[config.mk]
export PLATFORM = sky130hd
export DESIGN_NAME = crc8_frame_receiver_top
export DESIGN_NICKNAME = d
export VERILOG_FILES = /design/src/design/crc8fr_pkg.sv /design/src/design/crc8fr_ctrl.sv /design/src/design/crc8fr_dp.sv /design/src/design/crc8_frame_receiver_top.sv
export SDC_FILE = /design/constraint.sdc
export NUM_CORES = 1
export LEC_CHECK = 0
export ABC_AREA = 1
export BUFFER_PORTS_ARGS = -buffer_cell sky130_fd_sc_hd__buf_2
export CAP_MARGIN = 20
export CORE_MARGIN = 3
export CORE_UTILIZATION = 60
export DETAILED_ROUTE_END_ITERATION = 7
export PLACE_DENSITY_LB_ADDON = 0.2
export RECOVER_POWER = 25
export SLEW_MARGIN = 5
export SYNTH_ARGS = -nofsm -noshare
export SYNTH_HDL_FRONTEND = slang
export SYNTH_HIERARCHICAL = 1
export SYNTH_SLANG_ARGS = --single-unit
[constraint.sdc]
create_clock -name clk -period 4.4 [get_ports clk]
set_input_delay 0.66 -clock clk [delete_from_list [all_inputs] [get_ports clk]]
set_output_delay 0.66 -clock clk [all_outputs]
set_load 0.01 [all_outputs]
[src/design/crc8fr_pkg.sv]
package crc8fr_pkg;

  localparam logic [7:0] CRC_POLY = 8'h07;
  localparam int LEN_W = 7;
  localparam int IDX_W = 6;

  // register indexes on the config port (byte address bit 2)
  localparam logic REG_HEADER = 1'b0;
  localparam logic REG_MAXPL  = 1'b1;

  localparam logic [7:0] HEADER_RST = 8'hA5;
  localparam logic [LEN_W-1:0] MAXPL_RST = 7'd64;

  typedef struct packed {
    logic ld_cmd;
    logic ld_len;
    logic crc_init;
    logic crc_feed;
    logic wr_data;
    logic clr_cnt;
    logic clr_idx;
    logic idx_inc;
    logic out_load;
  } cmd_t;

  typedef struct packed {
    logic hdr_match;
    logic len_ok;
    logic len_zero;
    logic data_done;
    logic crc_match;
    logic slot_free;
    logic idx_last;
  } sts_t;

  // CRC-8, MSB first, one byte
  function automatic logic [7:0] crc8_byte(input logic [7:0] crc, input logic [7:0] b);
    logic [7:0] c;
    c = crc ^ b;
    for (int i = 0; i < 8; i++) begin
      c = c[7] ? ((c << 1) ^ CRC_POLY) : (c << 1);
    end
    return c;
  endfunction

endpackage

[src/design/crc8fr_ctrl.sv]
module crc8fr_ctrl (
  input  logic               clk,
  input  logic               rst_n,
  input  logic               in_tvalid,
  output logic               in_tready,
  input  crc8fr_pkg::sts_t   sts,
  output crc8fr_pkg::cmd_t   cmd
);

  localparam logic [2:0] ST_HUNT   = 3'd0;
  localparam logic [2:0] ST_CMD    = 3'd1;
  localparam logic [2:0] ST_LEN_LO = 3'd2;
  localparam logic [2:0] ST_LEN_HI = 3'd3;
  localparam logic [2:0] ST_DATA   = 3'd4;
  localparam logic [2:0] ST_CHECK  = 3'd5;
  localparam logic [2:0] ST_RD     = 3'd6;
  localparam logic [2:0] ST_LOAD   = 3'd7;

  logic [2:0] state_r;
  logic [2:0] state_nxt;
  logic       acc;

  assign in_tready = (state_r != ST_RD) && (state_r != ST_LOAD);
  assign acc = in_tvalid && in_tready;

  always_comb begin
    state_nxt = state_r;
    cmd = '0;
    case (state_r)
      ST_HUNT: begin
        if (acc && sts.hdr_match) state_nxt = ST_CMD;
      end
      ST_CMD: begin
        if (acc) begin
          cmd.ld_cmd   = 1'b1;
          cmd.crc_init = 1'b1;
          state_nxt    = ST_LEN_LO;
        end
      end
      ST_LEN_LO: begin
        if (acc) begin
          cmd.ld_len   = 1'b1;
          cmd.crc_feed = 1'b1;
          state_nxt    = ST_LEN_HI;
        end
      end
      ST_LEN_HI: begin
        if (acc) begin
          cmd.crc_feed = 1'b1;
          cmd.clr_cnt  = 1'b1;
          if (!sts.len_ok) state_nxt = ST_HUNT;
          else if (sts.len_zero) state_nxt = ST_CHECK;
          else state_nxt = ST_DATA;
        end
      end
      ST_DATA: begin
        if (acc) begin
          cmd.wr_data  = 1'b1;
          cmd.crc_feed = 1'b1;
          if (sts.data_done) state_nxt = ST_CHECK;
        end
      end
      ST_CHECK: begin
        if (acc) begin
          if (sts.crc_match) begin
            cmd.clr_idx = 1'b1;
            state_nxt   = ST_RD;
          end else begin
            state_nxt = ST_HUNT;
          end
        end
      end
      ST_RD: begin
        // memory read of the current index lands next cycle
        state_nxt = ST_LOAD;
      end
      ST_LOAD: begin
        if (sts.slot_free) begin
          cmd.out_load = 1'b1;
          if (sts.idx_last) begin
            state_nxt = ST_HUNT;
          end else begin
            cmd.idx_inc = 1'b1;
            state_nxt   = ST_RD;
          end
        end
      end
      default: state_nxt = ST_HUNT;
    endcase
  end

  always_ff @(posedge clk) begin
    if (!rst_n) begin
      state_r <= ST_HUNT;
    end else begin
      state_r <= state_nxt;
    end
  end

  a_load_slot: assert property (@(posedge clk) disable iff (!rst_n)
    cmd.out_load |-> sts.slot_free)
    else $error("output loaded while slot busy");

  a_rd_then_load: assert property (@(posedge clk) disable iff (!rst_n)
    state_r == ST_RD |=> state_r == ST_LOAD)
    else $error("read state not followed by load");

  a_next_result: assert property (@(posedge clk) disable iff (!rst_n)
    (state_r == ST_LOAD && sts.slot_free && !sts.idx_last) |=> state_r == ST_RD)
    else $error("burst stopped early");

  a_good_frame: assert property (@(posedge clk) disable iff (!rst_n)
    (state_r == ST_CHECK && acc && sts.crc_match) |=> (state_r == ST_RD && !in_tready))
    else $error("good frame did not start burst");

endmodule

[src/design/crc8fr_dp.sv]
module crc8fr_dp #(
  parameter int MAX_PAYLOAD = 64
) (
  input  logic                              clk,
  input  logic                              rst_n,
  input  crc8fr_pkg::cmd_t                  cmd,
  output crc8fr_pkg::sts_t                  sts,
  input  logic [7:0]                        rx_byte,
  input  logic [7:0]                        header_byte,
  input  logic [crc8fr_pkg::LEN_W-1:0]      limit,
  input  logic                              out_ready,
  output logic                              out_valid,
  output logic [7:0]                        out_cmd,
  output logic [crc8fr_pkg::LEN_W-1:0]      out_frame_len,
  output logic [7:0]                        out_data_byte,
  output logic [crc8fr_pkg::IDX_W-1:0]      out_byte_index,
  output logic                              out_has_data,
  output logic                              out_last
);

  localparam int AW = (MAX_PAYLOAD > 1) ? $clog2(MAX_PAYLOAD) : 1;
  localparam int LW = crc8fr_pkg::LEN_W;

  logic [7:0]    mem [0:MAX_PAYLOAD-1];
  logic [7:0]    rd_data_r;
  logic [7:0]    cmd_r;
  logic [7:0]    len_r;
  logic [LW-1:0] cnt_r;
  logic [LW-1:0] idx_r;
  logic [7:0]    crc_r;
  logic [7:0]    crc_src;
  logic          out_valid_r;
  logic [7:0]    out_cmd_r;
  logic [LW-1:0] out_len_r;
  logic [7:0]    out_data_r;
  logic [crc8fr_pkg::IDX_W-1:0] out_idx_r;
  logic          out_has_r;
  logic          out_last_r;
  logic [LW:0]   cnt_inc;
  logic [LW:0]   idx_inc;

  assign cnt_inc = {1'b0, cnt_r} + 1'b1;
  assign idx_inc = {1'b0, idx_r} + 1'b1;
  assign crc_src = cmd.crc_init ? 8'h00 : crc_r;

  always_comb begin
    sts.hdr_match = (rx_byte == header_byte);
    sts.len_ok    = (rx_byte == 8'h00) && (len_r <= {1'b0, limit});
    sts.len_zero  = (len_r == 8'h00);
    sts.data_done = ({1'b0, cnt_inc} >= {1'b0, len_r});
    sts.crc_match = (rx_byte == crc_r);
    sts.slot_free = !out_valid_r || out_ready;
    sts.idx_last  = ({1'b0, idx_inc} >= {1'b0, len_r});
  end

  always_ff @(posedge clk) begin
    if (cmd.ld_cmd) cmd_r <= rx_byte;
    if (cmd.ld_len) len_r <= rx_byte;
    if (cmd.crc_init || cmd.crc_feed) crc_r <= crc8fr_pkg::crc8_byte(crc_src, rx_byte);
    if (cmd.clr_cnt) cnt_r <= '0;
    else if (cmd.wr_data) cnt_r <= cnt_inc[LW-1:0];
    if (cmd.clr_idx) idx_r <= '0;
    else if (cmd.idx_inc) idx_r <= idx_inc[LW-1:0];
  end

  // payload store
  always_ff @(posedge clk) begin
    if (cmd.wr_data) mem[AW'(cnt_r)] <= rx_byte;
    rd_data_r <= mem[AW'(idx_r)];
  end

  // output register
  always_ff @(posedge clk) begin
    if (!rst_n) begin
      out_valid_r <= 1'b0;
    end else if (cmd.out_load) begin
      out_valid_r <= 1'b1;
    end else if (out_ready) begin
      out_valid_r <= 1'b0;
    end
  end

  always_ff @(posedge clk) begin
    if (cmd.out_load) begin
      out_cmd_r  <= cmd_r;
      out_len_r  <= len_r[LW-1:0];
      out_data_r <= sts.len_zero ? 8'h00 : rd_data_r;
      out_idx_r  <= idx_r[crc8fr_pkg::IDX_W-1:0];
      out_has_r  <= !sts.len_zero;
      out_last_r <= sts.idx_last;
    end
  end

  assign out_valid      = out_valid_r;
  assign out_cmd        = out_cmd_r;
  assign out_frame_len  = out_len_r;
  assign out_data_byte  = out_data_r;
  assign out_byte_index = out_idx_r;
  assign out_has_data   = out_has_r;
  assign out_last       = out_last_r;

endmodule

[src/design/crc8_frame_receiver_top.sv]
// Channel   Direction  Transaction                     Fields
// in_       slave      one received byte               tdata[7:0] rx_byte
// out_      master     one payload byte of good frame  tdata, tuser has_data, tlast last
// cfg_      APB slave  register write / read           0x0 header_byte, 0x4 max_payload
//
// Parsing accepts one input byte per cycle; in_tready stays high while a frame is read in.
// After a good check byte the frame drains result by result (registered payload memory
// read, then output load, which waits while the output register is full); in_tready is low
// during that burst. An empty frame gives one result.
// Reset is synchronous on rst_n; the payload memory is not cleared.
// A stalled result holds in the output register; input parsing continues once the burst ends.
module crc8_frame_receiver_top #(
  parameter int MAX_PAYLOAD = 64
) (
  input  logic        clk,
  input  logic        rst_n,
  // input stream
  input  logic        in_tvalid,
  output logic        in_tready,
  input  logic [7:0]  in_tdata,    // [7:0] rx_byte
  // result stream
  output logic        out_tvalid,
  input  logic        out_tready,
  output logic [31:0] out_tdata,   // [7:0] cmd, [14:8] frame_len, [22:15] data_byte,
                                   // [28:23] byte_index, [31:29] zero
  output logic        out_tuser,   // [0] has_data
  output logic        out_tlast,
  // config port
  input  logic        cfg_psel,
  input  logic        cfg_penable,
  input  logic        cfg_pwrite,
  input  logic [2:0]  cfg_paddr,
  input  logic [31:0] cfg_pwdata,
  output logic [31:0] cfg_prdata,
  output logic        cfg_pready
);

  localparam int LW = crc8fr_pkg::LEN_W;
  // effective cap on the length, limited to what the length register can hold
  localparam int LIM_CAP = (MAX_PAYLOAD > 127) ? 127 : MAX_PAYLOAD;

  logic [7:0]    header_byte_r;
  logic [LW-1:0] max_payload_r;
  logic [LW-1:0] limit;
  logic          cfg_wr;

  crc8fr_pkg::cmd_t cmd;
  crc8fr_pkg::sts_t sts;

  logic [7:0]    o_cmd;
  logic [LW-1:0] o_len;
  logic [7:0]    o_data;
  logic [crc8fr_pkg::IDX_W-1:0] o_idx;

  // ---------------- config registers ----------------
  assign cfg_pready = 1'b1;
  assign cfg_wr = cfg_psel && cfg_penable && cfg_pwrite && cfg_pready;

  always_ff @(posedge clk) begin
    if (!rst_n) begin
      header_byte_r <= crc8fr_pkg::HEADER_RST;
      max_payload_r <= crc8fr_pkg::MAXPL_RST;
    end else if (cfg_wr) begin
      case (cfg_paddr[2])
        crc8fr_pkg::REG_HEADER: header_byte_r <= cfg_pwdata[7:0];
        crc8fr_pkg::REG_MAXPL:  max_payload_r <= cfg_pwdata[LW-1:0];
        default: ;
      endcase
    end
  end

  always_comb begin
    case (cfg_paddr[2])
      crc8fr_pkg::REG_HEADER: cfg_prdata = {24'h0, header_byte_r};
      crc8fr_pkg::REG_MAXPL:  cfg_prdata = {{(32-LW){1'b0}}, max_payload_r};
      default:                cfg_prdata = 32'h0;
    endcase
  end

  // length limit: smaller of the register and the store depth
  assign limit = (max_payload_r > LW'(LIM_CAP)) ? LW'(LIM_CAP) : max_payload_r;

  // ---------------- controller ----------------
  crc8fr_ctrl u_ctrl (
    .clk       (clk),
    .rst_n     (rst_n),
    .in_tvalid (in_tvalid),
    .in_tready (in_tready),
    .sts       (sts),
    .cmd       (cmd)
  );

  // ---------------- datapath ----------------
  crc8fr_dp #(
    .MAX_PAYLOAD (MAX_PAYLOAD)
  ) u_dp (
    .clk            (clk),
    .rst_n          (rst_n),
    .cmd            (cmd),
    .sts            (sts),
    .rx_byte        (in_tdata),
    .header_byte    (header_byte_r),
    .limit          (limit),
    .out_ready      (out_tready),
    .out_valid      (out_tvalid),
    .out_cmd        (o_cmd),
    .out_frame_len  (o_len),
    .out_data_byte  (o_data),
    .out_byte_index (o_idx),
    .out_has_data   (out_tuser),
    .out_last       (out_tlast)
  );

  assign out_tdata = {3'b000, o_idx, o_data, o_len, o_cmd};

endmodule

==> results of run 1 <==
==> metal layers <==
layer  up-vias  global-route usage (%)
met5         -                       0
met3       137                    4.39
met2       790                    44.7
met1      8804                    36.0
met4         0                    9.35
li1       8652                       -
==> flip-flops by register name (all words and copies together), names as in the netlist, 8 cells and up <==
name and cells:
u_dp/cmd_r 8, u_dp/len_r 8, header_byte_r 8, u_dp/out_cmd 8
u_dp/out_data_byte 8, u_dp/mem 512, u_dp/crc_r 8, u_dp/rd_data_r 8
==> Yosys cell counts (all sizes together) <==
master   number  share of area [%]
a211oi        2              0.055
a21boi        6               0.17
a21oi        24               0.44
a41oi         1              0.032
and2          1              0.023
buf         129                3.0
clkbuf       21               0.31
clkinv        3              0.041
conb          2              0.028
dfxtp        41                3.0
edfxtp      567                 62
ha           25                1.1
inv         391                5.4
nand2       595                8.2
nand3       442                8.2
nand3b        1              0.028
nand4        10               0.23
nor2        151                2.1
nor3          3              0.055
nor4          4              0.092
o2111ai       2              0.064
o211ai       41                1.4
o21a          1              0.028
o21ai        31               0.58
o21bai        1              0.028
or2          67                1.5
xnor2        20               0.64
xor2         19               0.67
==> power by group through the flow <==
stage	clock network (uW)	registers, uW	logic, uW
after floorplan	0	6570	465
after global placement	0	6580	635
after detailed placement	0	6590	656
after CTS	5240	6460	661
after global routing	5470	6470	736
final	5170	6470	658
==> final timing paths <==
kind         depth (start not counted)                       start  slack (ns)                       endpoint
min reg2reg                          0     u_dp/cmd_r[1]$_DFFE_PP_        0.42      u_dp/out_cmd[1]$_DFFE_PP_
max                                  2                 in_tdata[6]        0.68      u_dp/mem[51][6]$_DFFE_PP_
max reg2reg                          9  u_dp/idx_r[0]$_SDFFE_PP0P_        1.03      u_dp/rd_data_r[1]$_DFF_P_
min                                  3               cfg_pwdata[7]        0.27  header_byte_r[7]$_SDFFE_PN1P_
==> cells by family after synthesis <==
logic type | count (synthesis) | synth area share (%)
other | 2 | 0.0276
and+or+nand+nor | 1274 | 20.5
DFF | 608 | 65.5
adders and majority gates | 25 | 1.15
AOI/OAI and AO/OA | 109 | 2.78
buffers and inverters | 544 | 8.74
xor gates and xnor gates | 39 | 1.31
==> layout make-up <==
| type | count | area, um2 | area share (%) |
|---|---|---|---|
| clock buffer | 74 | 1630 | 5.45 |
| clock inverter | 35 | 370 | 1.24 |
| inverter | 394 | 1480 | 4.97 |
| multi-input combinational | 1475 | 7110 | 23.8 |
| sequential | 608 | 17900 | 59.8 |
| tap | 592 | 741 | 2.48 |
| timing repair buffer | 111 | 667 | 2.23 |
==> per-stage QoR <==
step | power, uW | instance area [um2]
2_1_floorplan | 7030 | 27300
3_3_place_gp | 7220 | 27900
3_5_place_dp | 7240 | 27900
4_1_cts | 12400 | 29900
5_1_grt | 12700 | 29900
6_report | 12300 | 29900
==> cell usage in the layout, fill, tap and decap left out, drive strengths merged, types with 2 or more instances in the layout <==
cell type / netlist / layout
nand2: 595 / 595
edfxtp: 567 / 567
nand3: 442 / 442
inv: 391 / 392
nor2: 151 / 151
buf: 129 / 98
clkbuf: 21 / 87
or2: 67 / 67
dfxtp: 41 / 41
o211ai: 41 / 41
o21ai: 31 / 31
conb: 2 / 28
clkinv: 3 / 28
ha: 25 / 25
a21oi: 24 / 24
xnor2: 20 / 20
xor2: 19 / 19
nand4: 10 / 10
bufinv: 0 / 7
a21boi: 6 / 6
nor4: 4 / 4
nor3: 3 / 3
clkinvlp: 0 / 2
o2111ai: 2 / 2
a211oi: 2 / 2
==> reports/qor.csv, run 1 <==
metric,value,unit
io pins,119,
CTS max path bufs,3,
wire per inst,19.4,um
ratio of cells with drive above 1 in the final layout,9.20,%
metal2 WL,31500,um
Logic pwr share,5.4,%
relative slew slack,-121,%
placed cells,3179,
Resize count post-CTS,0,
cell mode on critical path,clkbuf_1,
post-route setup slack,0.680,ns
CTS tree,built,
buffers and inverters on the worst path,2,
# diodes,0,
clock-pin slew on the worst setup and hold paths,0.06,ns
initial core utilization,61.2,%
Port Buffers,64,
DIE WIDTH,219,um
CP required,4.34,ns
Synth cell types,43,
Synth warnings,6,
area added between synthesis and finish,9.56,%
CP Launch Type,input pin,
dpl hpwl,38400,um
clock power share,42.0,%
"Slew Viols, Final",196,
DRT Pass-1 Iters,8,
Hold Buf Count CTS,0,
final hold slack,0.267,ns
Antenna Nets Post-Route,0,
Max VDD drop,0.336,mV
period utilization,84.5,%
Nets,2725,
final core utilization,67.1,%
failing checks,"capacitance limit, slew limit",
met3 routed WL,5200,um
Max-cap violations,5,
Core Footprint,44500,um2
RSZ-0062 raised after global routing,no,
Via-to-Cell Ratio,5.59,
Worst Setup Path Type,in2reg,
setup TNS,0,ns
PwrDens,412,nW/um2
Overflow after GRT,0,
syn_area_per_cell,10.5,um2
family with the most delay on the worst path,buffers and inverters,
"Max FO, Critical Path",62,
routed wire length,63900,um
cell count after synthesis,2601,
Leak,0.0120,uW
Sw Share,21.6,%
M1 wire length,24900,um
DRT iter0 DRCs,2201,
minimum clock period after layout,3.72,ns
sequential fraction of the synthesis area,65.5,%
Int Pwr,9640,uW
Skew-Pair Late Insertion Delay,0.63,ns
critical path's slowest cell,clkbuf_1,
Non-Filler Instances,3289,
Hold Path Class,in2reg,
GRT Util Overall,26.8,%
first-pass GRT wire length,97600,um
highest clock rate,269,MHz
sequential power share,52.6,%
Final Hold Viols,0,
Sink Count,608,
crit end category,register,
initial antenna violation count,0,
routed via count,18400,
Setup-failing EPs final,0,
Root Driver,clkbuf_16,
CP arrival,3.66,ns
status,finished with violations,
number of global-route vias before repair,17600,
Post-CTS Setup Inserts,0,
chip height,219,um
Cell Rows,77,
fill count,3376,
Max Used Layer,met4,
residual DRC count,0,
crit-path cells,clkbuf_1 -> clkbuf_1,
Least-Margin Pin Slew,3.32,ns
CP max stage delay,2.38,ns
Mapped Area,27200,um2
GPL Wtd Cong,0.878,
pre-CTS setup slack,1.10,ns
Yosys reg bits,608,
# H-tree levels,2,
pin count of the biggest net entering global routing,254,
die area,48000,um2
CTS buffer count,60,
Worst Clk Skew,0.0209,ns
sw power,2660,uW
Note: power is estimated with default switching activity, not from simulation.
==> run 2, diff against run 1 <==
==> constraint.sdc (replaced) <==
create_clock -name clk -period 3.7 [get_ports clk]
set_input_delay 0.555 -clock clk [delete_from_list [all_inputs] [get_ports clk]]
set_output_delay 0.555 -clock clk [all_outputs]
set_load 0.01 [all_outputs]
==> reports/qor.csv, run 2 (synthesis results as in run 1) <==
metric,value,unit
pre-CTS setup slack,0.579,ns
Setup-failing EPs final,0,
GRT Util Overall,26.9,%
Leak,0.0121,uW
post-route setup slack,0.519,ns
first-pass GRT wire length,98400,um
dpl hpwl,38600,um
status,finished with violations,
Design Power,13900,uW
highest clock rate,314,MHz
Overflow after GRT,0,
routed via count,18400,
Antenna Nets Post-Route,0,
Core Footprint,44500,um2
Resize count post-CTS,0,
Hold Path Class,in2reg,
RSZ-0062 raised after global routing,no,
Hold EP,header_byte_r[7]$_SDFFE_PN1P_,
"Slew Viols, Final",398,
io pins,119,
reg2reg end,u_dp/idx_r[6]$_SDFFE_PP0P_,
chip height,219,um
CTS tree,built,
"Max FO, Critical Path",8,
# H-tree levels,2,
initial antenna violation count,0,
Post-DP Area,28200,um2
hold path start,cfg_pwdata[7],
Port Buffers,64,
residual DRC count,0,
Max VDD drop,0.423,mV
routed wire length,63400,um
CP Launch Type,register,
DIE WIDTH,219,um
CP required,4.26,ns
DRT Pass-1 Iters,6,
failing checks,"capacitance limit, slew limit",
clock-pin slew on the worst setup and hold paths,0.06,ns
Skew-Pair Late Insertion Delay,0.61,ns
most frequent cells in the layout,"nand2_1, edfxtp_1, nand3_1",
Post-CTS Setup Inserts,0,
setup TNS,0,ns
Max-cap violations,8,
R2R setup slack,0.52,ns
max reg flops,512,
DRT iter0 DRCs,2318,
worst r2r src,u_dp/idx_r[0]$_SDFFE_PP0P_,
post-route cell area,29900,um2
Critical path origin,u_dp/idx_r[0]$_SDFFE_PP0P_,
number of global-route vias before repair,17800,
# diodes,0,
Biggest register,u_dp/mem,
Via-to-Cell Ratio,5.53,
crit end category,register,
Nets,2759,
Cell Rows,77,
final core utilization,67.1,%
area added between synthesis and finish,9.64,%
Worst Clk Skew,0.0204,ns
Least-Margin Pin Slew,2.25,ns
period utilization,86.0,%
Final Hold Viols,0,
PwrDens,466,nW/um2
CTS buffer count,57,
CP arrival,3.74,ns
CTS max path bufs,3,
Hold Buf Count CTS,0,
"commonest non-fill, non-tap cell in the layout",nand2_1,
minimum clock period after layout,3.18,ns
initial core utilization,61.2,%
Root Driver,clkbuf_16,
relative slew slack,-50.2,%
Worst Setup Path Type,reg2reg,
Hold Crit Depth,3,
wire per inst,19.1,um
die area,48000,um2
pin count of the biggest net entering global routing,186,
R2R depth,15,
Sink Count,608,
ratio of cells with drive above 1 in the final layout,9.75,%
GPL Wtd Cong,0.866,
-- run 2: cell count changes in the layout (fill, tap and decap cells not counted), sizes merged --
cell / change
buf: +33
clkbuf: +9
clkinv: -7
bufinv: -5
clkinvlp: -1
inv: +1
-- run 2: how the worst max path moves through the flow --
stage                                  to  slack (ns)  cells after the start
6_report       u_dp/idx_r[6]$_SDFFE_PP0P_        0.52                     15
5_1_grt        u_dp/idx_r[6]$_SDFFE_PP0P_        0.23                     15
4_1_cts        u_dp/idx_r[0]$_SDFFE_PP0P_        0.57                     14
3_5_place_dp   u_dp/idx_r[0]$_SDFFE_PP0P_        0.58                     14
3_3_place_gp   u_dp/idx_r[6]$_SDFFE_PP0P_        0.72                     15
2_1_floorplan  u_dp/idx_r[0]$_SDFFE_PP0P_        0.93                     18
-- run 2: report_power, final --
group	total [uW]	switching [uW]	internal [uW]	leakage [uW]
combinational	788	546	242	0.00581
sequential	7690	74.2	7620	0.00545
clock	5450	2410	3040	0.000835
total	13900	3030	10900	0.0121
-- run 2: critical path: stages, from the launching register on --
cell       delay [ns]
dfxtp_4          0.39
ha_1             0.20
nand3_1          0.15
nor3_1           0.25
xor2_1           0.25
ha_1             0.27
nand2_1          0.08
nor2_1           0.06
nand4_1          0.06
o2111ai_1        0.17
or2_1            0.28
nor2_1           0.38
inv_1            0.23
a21oi_1          0.21
o21ai_0          0.10
inv_1            0.05
-- run 2: per-stage QoR --
step           cells  hold slack (ns)
5_1_grt         3319            0.181
2_1_floorplan   2627            0.400
3_5_place_dp    3217            0.406
3_3_place_gp    3217            0.403
6_report        3319            0.175
4_1_cts         3319            0.148
-- run 2: cell type report --
type	instances	area (um2)
repair buffers	148	965
multi-input cells	1475	7120
clock buffers	79	1550
clock inverters	23	161
flip-flops and latches	608	17900
inverters	394	1480
well taps	592	741
fillers	3351	14600
-- run 2: routing by layer --
layer / up-vias / wire [um] / global-route usage, %
li1: 8714 / - / -
met1: 8784 / 25400 / 37.1
met2: 736 / 30700 / 43.4
met3: 120 / 5290 / 4.72
met4: 0 / 2020 / 9.87
met5: - / 0 / 0
